**src/sv/max_weight_assignment_solver_unit_defines.svh**
```systemverilog
// Assertion macros used by the assignment solver top level.
`ifndef MAX_WEIGHT_ASSIGNMENT_SOLVER_UNIT_DEFINES_SVH
`define MAX_WEIGHT_ASSIGNMENT_SOLVER_UNIT_DEFINES_SVH

// Checks that the consequent holds in the same cycle as the antecedent.
`define MWAS_ASSERT_SAME(lbl, ante, cons, msg) \
  lbl: assert property (@(posedge clk_i) disable iff (!rst_ni) (ante) |-> (cons)) \
    else $error(msg);

// Checks that the consequent holds in the cycle after the antecedent.
`define MWAS_ASSERT_NEXT(lbl, ante, cons, msg) \
  lbl: assert property (@(posedge clk_i) disable iff (!rst_ni) (ante) |=> (cons)) \
    else $error(msg);

`endif

```
**src/sv/mwas_pkg.sv**
```systemverilog
// Constants, sequencer codes and interface structs of the assignment solver.
package mwas_pkg;

  localparam int MAX_N       = 16;
  localparam int IDX_W       = $clog2(MAX_N);
  localparam int CNT_W       = $clog2(MAX_N + 1);
  localparam int NN_W        = 2 * CNT_W;
  localparam int STORE_DEPTH = MAX_N * MAX_N;
  localparam int ADDR_W      = $clog2(STORE_DEPTH);
  localparam int WEIGHT_W    = 16;
  localparam int LABEL_W     = 32;
  localparam int RC_W        = LABEL_W + 2;
  localparam int SIZE_W      = 7;
  localparam int OUT_IDX_W   = 6;
  localparam int TOTAL_W     = 22;
  localparam int OP_W        = 4;

  localparam logic [SIZE_W-1:0]         RESET_SIZE = SIZE_W'(16);
  localparam logic signed [LABEL_W-1:0] INF_SLACK  = LABEL_W'(1073741823);

  // Sequencer steps; the controller state doubles as the datapath command.
  localparam logic [OP_W-1:0] OP_LOAD      = 4'd0;
  localparam logic [OP_W-1:0] OP_INIT      = 4'd1;
  localparam logic [OP_W-1:0] OP_MAX_RD    = 4'd2;
  localparam logic [OP_W-1:0] OP_MAX_ACC   = 4'd3;
  localparam logic [OP_W-1:0] OP_ROOT_INIT = 4'd4;
  localparam logic [OP_W-1:0] OP_GROW_CHK  = 4'd5;
  localparam logic [OP_W-1:0] OP_GROW_EVAL = 4'd6;
  localparam logic [OP_W-1:0] OP_AUG       = 4'd7;
  localparam logic [OP_W-1:0] OP_RND_START = 4'd8;
  localparam logic [OP_W-1:0] OP_MIN       = 4'd9;
  localparam logic [OP_W-1:0] OP_UPD       = 4'd10;
  localparam logic [OP_W-1:0] OP_SCAN      = 4'd11;
  localparam logic [OP_W-1:0] OP_NEXT_ROOT = 4'd12;
  localparam logic [OP_W-1:0] OP_OUT_RD    = 4'd13;
  localparam logic [OP_W-1:0] OP_OUT_LATCH = 4'd14;
  localparam logic [OP_W-1:0] OP_OUT_WAIT  = 4'd15;

  typedef struct packed {
    logic [OP_W-1:0] op;
    logic            in_fire;
    logic            out_fire;
  } cmd_t;

  typedef struct packed {
    logic load_last;
    logic i_last;
    logic j_last;
    logic chk_end;
    logic sp_zero;
    logic chk_marked;
    logic eval_aug;
    logic aug_stop;
    logic scan_end;
    logic rounds_done;
    logic scan_hit;
    logic scan_free;
    logic root_last;
  } status_t;

endpackage

```
**src/sv/mwas_ctrl.sv**
```systemverilog
// Sequencer of the assignment solver: load, solve and result phases.
module mwas_ctrl
  import mwas_pkg::*;
(
  input  logic    clk_i,
  input  logic    rst_ni,
  input  logic    in_valid_i,
  input  logic    out_ready_i,
  input  status_t status_i,
  output cmd_t    cmd_o,
  output logic    in_ready_o,
  output logic    out_valid_o
);

  logic [OP_W-1:0] state_q, state_d;
  logic            ctx_q, ctx_d;  // set while a search runs from inside a label round

  assign in_ready_o    = (state_q == OP_LOAD);
  assign out_valid_o   = (state_q == OP_OUT_WAIT);
  assign cmd_o.op      = state_q;
  assign cmd_o.in_fire = in_ready_o && in_valid_i;
  assign cmd_o.out_fire = out_valid_o && out_ready_i;

  always_comb begin
    state_d = state_q;
    ctx_d   = ctx_q;
    case (state_q)
      OP_LOAD: begin
        if (in_valid_i && status_i.load_last) state_d = OP_INIT;
      end
      OP_INIT:   state_d = OP_MAX_RD;
      OP_MAX_RD: state_d = OP_MAX_ACC;
      OP_MAX_ACC: begin
        state_d = (status_i.i_last && status_i.j_last) ? OP_ROOT_INIT : OP_MAX_RD;
      end
      OP_ROOT_INIT: begin
        ctx_d   = 1'b0;
        state_d = OP_GROW_CHK;
      end
      OP_GROW_CHK: begin
        if (status_i.chk_end) begin
          if (status_i.sp_zero) state_d = ctx_q ? OP_SCAN : OP_RND_START;
        end else if (!status_i.chk_marked) begin
          state_d = OP_GROW_EVAL;
        end
      end
      OP_GROW_EVAL: state_d = status_i.eval_aug ? OP_AUG : OP_GROW_CHK;
      OP_AUG: begin
        if (status_i.aug_stop) state_d = OP_NEXT_ROOT;
      end
      OP_RND_START: state_d = OP_MIN;
      OP_MIN: begin
        if (status_i.j_last) state_d = OP_UPD;
      end
      OP_UPD: begin
        if (status_i.j_last) state_d = OP_SCAN;
      end
      OP_SCAN: begin
        if (status_i.scan_end) begin
          state_d = status_i.rounds_done ? OP_NEXT_ROOT : OP_RND_START;
        end else if (status_i.scan_hit) begin
          if (status_i.scan_free) begin
            state_d = OP_AUG;
          end else begin
            ctx_d   = 1'b1;
            state_d = OP_GROW_CHK;
          end
        end
      end
      OP_NEXT_ROOT: state_d = status_i.root_last ? OP_OUT_RD : OP_ROOT_INIT;
      OP_OUT_RD:    state_d = OP_OUT_LATCH;
      OP_OUT_LATCH: state_d = OP_OUT_WAIT;
      OP_OUT_WAIT: begin
        if (out_ready_i) state_d = status_i.j_last ? OP_LOAD : OP_OUT_RD;
      end
      default: state_d = OP_LOAD;
    endcase
  end

  always_ff @(posedge clk_i or negedge rst_ni) begin
    if (!rst_ni) begin
      state_q <= OP_LOAD;
      ctx_q   <= 1'b0;
    end else begin
      state_q <= state_d;
      ctx_q   <= ctx_d;
    end
  end

endmodule

```
**config.mk**
```make
export PLATFORM = sky130hd
export DESIGN_NAME = mwas_ctrl
export DESIGN_NICKNAME = d
export VERILOG_FILES = /design/src/sv/max_weight_assignment_solver_unit_defines.svh /design/src/sv/mwas_pkg.sv /design/src/sv/mwas_ctrl.sv
export SDC_FILE = /design/constraint.sdc
export NUM_CORES = 1
export LEC_CHECK = 0
export BUFFER_PORTS_ARGS = -buffer_cell sky130_fd_sc_hd__buf_2
export CAP_MARGIN = 40
export CORE_AREA = 4 4 56 58
export CTS_BUF_LIST = sky130_fd_sc_hd__clkbuf_8
export CTS_CLUSTER_SIZE = 40
export DETAILED_ROUTE_END_ITERATION = 8
export DIE_AREA = 0 0 60 62
export PLACE_DENSITY_LB_ADDON = 0.3
export SYNTH_ARGS = -nofsm -noshare
export SYNTH_HDL_FRONTEND = slang
export SYNTH_SLANG_ARGS = --single-unit
```
**constraint.sdc**
```tcl
create_clock -name clk_i -period 1.6 [get_ports clk_i]
set_input_delay 0.32 -clock clk_i [delete_from_list [all_inputs] [get_ports clk_i]]
set_output_delay 0.32 -clock clk_i [all_outputs]
set_load 0.005 [all_outputs]
```
## Yosys cells after proc, flatten, opt, wreduce, memory -nomap -nowiden

Cells that the tools add are included.

- Register bits after elaboration: 5
- Input bits: 17
- Output and inout bits: 8
- Logic and storage cells: 58

- Equal/unequal tests: 26
- Mux-type cells: 22
- Reductions and logical operators: 8

Operators by type and width:

| operator | number |
|---|---|
| case mux 4 bit (16 select lines) | 1 |
| two-way mux 4 bit | 12 |
| == test 4 bit, second input constant | 8 |
| == test 4 x 3 -> 1 bit, second input constant | 4 |
| inequality test 2 bit, second input constant | 7 |
| inequality test 3 bit, second input constant | 3 |
| == test 4 x 2 -> 1 bit, second input constant | 2 |
| AND reduction 8 bit | 1 |
| two-way mux 2 bit | 3 |
| two-way mux 3 bit | 2 |
| == test 4 x 1 -> 1 bit, second input constant | 1 |
| logical AND 1 bit | 4 |
| zero test 4 bit | 1 |
| AND reduction 4 bit | 1 |
| two-way mux 1 bit | 3 |
| inequality test 2 x 1 -> 1 bit, second input constant | 1 |
| case mux 1 bit (2 select lines) | 1 |
| nonzero test 2 bit | 1 |

## Logic depth before layout (Yosys ltp)

- Depth after elaboration: 4
- Depth in mapped cells: 6
- Depth with buffers taken out: 4

## Worst setup path after synthesis

OpenSTA, ideal clock, no wires.

- Path type: register -> register
- From: register state_q[0]
- To: register state_q[2]
- Library setup time: 121 ps
- Arrival time: 1,310 ps
- Data required time: 1,479 ps
- Slack: 169 ps
- Cell stages (with the launch flop): 6
- Path buffers: 1
- Clock period less this slack: 1,431 ps
- Cell sequence: dfrtp_1 buf_4 nor4_4 nand2_2 and4_4 a22o_1

- Cells in the longest elaborated chain, start to end: 3
- Elaborated cells on any way between the ends: 26
- Those cells by class: 23 x eq/ne; 1 x mux; 2 x reduce/logical

RTL lines:

| element | RTL line | text |
|---|---|---|
| start, declared | mwas_ctrl.sv:15 | `logic [OP_W-1:0] state_q, state_d;` |
| start signal, assigned | mwas_ctrl.sv:85 | `state_q <= state_d;` |
| zero test 4 bit (*) | -- |  |
| via in_ready_o | mwas_ctrl.sv:11 | `output logic in_ready_o,` |
| inequality test 2 x 1 -> 1 bit (no source line) | -- |  |
| AND reduction 8 bit (no source line) | -- |  |

The timed path passes the listed nets; every way through them passes the cells marked *.
A chain may end at the register's enable or synchronous reset.

## Final worst setup path

- From: register state_q[1]
- To: register state_q[0]

- Cells in the longest elaborated chain, start to end: 3
- Elaborated cells on any way between the ends: 26
- Those cells by class: 23 x eq/ne; 1 x mux; 2 x reduce/logical

RTL lines:

| element | RTL line | text |
|---|---|---|
| == test 4 x 3 -> 1 bit, or another cell as far along | mwas_ctrl.sv:27 | `case (state_q)` |
| inequality test 3 bit (no source line), or another cell as far along | -- |  |
| AND reduction 8 bit (no source line) | -- |  |

Several ways; a longest one is shown, not always the timed one.

==> results.yml <==
outcome:
  status: "complete, but fails checks"
  violations: "setup timing"
critical_path:
  worstPathRequired_ns: 1.68
  worst_ep_arrival_time_ns: 1.71
  critPathMaxFanout: 6
  crit_type: "flop to flop"
  reg2reg_depth: 5
  r2r_setup_slack_ns: -0.03
  regToRegStartpoint: "state_q[1]$_DFFE_PN0P_"
  cp-start-kind: "flop"
  r2r_end: "state_q[0]$_DFFE_PN0P_"
  cp-end-kind: "flop"
placed_design:
  place_hpwl_um: 1570
  place_inst: 141
  place_congestion: 0.804
  place_area_um2: 852
  post-place-ws_ns: 0.0340
  port_buffers: 24
clock_network:
  cts_root_buffer: "clkbuf_8"
  cts_tree: "yes"
  numCtsBuffers: 3
  htree_levels: 1
  cts_sinks: 5
  clk_latency_ns: 0.22
  clockBufferDepth: 2
  clk_pin_slew_ns: 0.03
timing:
  fin_setup_tns_ns: -0.0684
  rsz0062_at_grt: "yes"
  fin_crit_sh_pct: 102
  max_freq_mhz: 615
  slew_headroom_pct: 78.2
  final-max-slew-violation-count: 0
  setup_ws_ns: -0.0264
  worst_pin_slew_ns: 0.323
  layout_min_cycle_time_ns: 1.63
  fin_worst_skew_ns: 0.00223
  final_hold_viol_count: 0
  whs_ns: 0.434
  final-setup-viol-count: 3
logic_synthesis:
  synthFlopType: "dfrtp_1"
  yosys_warnings: 0
  synth_area_per_cell_um2: 7.84
  ys_seq_area_share_pct: 19.5
  synth_edf_count: 0
  async_flop_share_pct: 100
  synth_nets: 99
  ys_types: 40
  synth-seq-cells: 5
  synth_area_um2: 643
  syn-instance-count: 82
power:
  total_power_mw: 1.95
  leakagePower_nw: 0.475
  p_per_area_nw_per_um2: 1910
  ir_drop_v: 0.000884
floorplan:
  start_util_pct: 24.2
  num_rows: 19
  die_width_um: 60
  design.die.area_um2: 3720
  num_io_pins: 25
  fp.dieH_um: 62
  core-area_um2: 2660
layout:
  mostFrequentLayoutCells: "24 x buf_2, 15 x buf_4, 8 x nand2_1"
  fillerInstances: 275
  utilization_pct: 38.4
  antenna_cells: 0
  stdcell_area_um2: 1020
  fin_nets: 142
  area_growth_pct: 58.9
  drive_gt1_share_pct: 49.2
  final_common_cell: "buf_2"
  instances_no_fill: 155
hold_path:
  hold_start: "status_i[1]"
  min_to: "ctx_q$_DFFE_PN0P_"
  min_path_type: "input port to flop"
  whs_path_depth: 4
routing:
  post_drt_wl_per_cell_um: 14.8
  drt_iter0_drc: 16
  dr_total_vias: 789
  wirelength_um: 2300
  ant_nets: 0
  avgViaCountPerCell: 5.09
  drc: 0
  first_pass_iters: 4
grt:
  grt_max_degree: 20
  track_usage_pct: 12.5
  grt.overflow.total: 0
  antenna_found_initial: 0
  grt_pass1_vias: 783
  grt_pass1_wl_um: 3530
flow_run:
  maxCapViolCount: 0
==> logic make-up (layout without fill, tap and decap cells) <==
logic type	Yosys count	after routing	share of synthesized area, %
flip-flops	5	5	19.5
AO/OA/AOI/OAI	27	27	30.0
buffers and inverters	9	51	7.59
AND/OR/NAND/NOR	41	41	43.0
==> layout make-up <==
cell class	count	area (um2)	share of cell area, %
multi-input cells	68	502	49.1
repair buffers	44	297	29.0
flip-flops and latches	5	129	12.6
clock buffers	3	41.3	4.04
well taps	31	38.8	3.79
inverters	3	11.3	1.10
clock inverters	1	3.75	0.367
==> worst max path at each step <==
stage                           startpoint                endpoint
detailed placement  state_q[1]$_DFFE_PN0P_  state_q[2]$_DFFE_PN0P_
global route        state_q[2]$_DFFE_PN0P_  state_q[2]$_DFFE_PN0P_
CTS                 state_q[2]$_DFFE_PN0P_                cmd_o[1]
global placement    state_q[2]$_DFFE_PN0P_  state_q[1]$_DFFE_PN0P_
finish              state_q[1]$_DFFE_PN0P_  state_q[0]$_DFFE_PN0P_
floorplan           state_q[0]$_DFFE_PN0P_  state_q[2]$_DFFE_PN0P_
==> worst max-delay path, stage by stage (launching register included) <==
cell and delay, ns:
dfrtp_2 0.47, buf_6 0.15, and4b_1 0.21, o31ai_2 0.26
and4_4 0.30, a31oi_1 0.10
==> layer usage <==
layer | up-vias | share of wire, % | GRT usage, %
li1 | 392 | - | -
met1 | 377 | 43 | 15.1
met2 | 18 | 52 | 23.0
met3 | 2 | 3.8 | 2.07
met4 | 0 | 1.0 | 2.85
met5 | - | 0 | 0
==> power breakdown <==
part           internal [mW]  switching (mW)  leakage [nW]
registers              0.203           0.126        0.0556
clock network          0.164          0.0618        0.0269
logic                  0.726           0.669         0.392
==> synthesized netlist by cell type (all sizes together), types with 2 or more instances <==
master	n	area (um2)
buf	5	32.5
nor2	6	22.5
a31oi	3	18.8
nand2b	4	25.0
o211ai	3	27.5
o21ai	7	35.0
inv	3	11.3
a21oi	3	15.0
nor3	2	15.0
nand2	9	36.3
o2bb2ai	2	17.5
nor4b	3	47.5
dfrtp	5	125
nand4	2	12.5
and2	3	18.8
nor2b	4	25.0
nand3	2	10.0
==> what timing repair did <==
action,CTS,global route
buffers inserted,7,3
resized for setup,4,8
gates cloned,0,0
hold buffers,1,0
pin swaps,2,3
endpoints found under the hold margin,5,0
endpoints found under the setup margin,4,5
==> flip-flops by register name, indices dropped and copies added, names as in the netlist <==
register / count
ctx_q: 1
state_q: 4
Note: power is estimated with default switching activity, not from simulation.
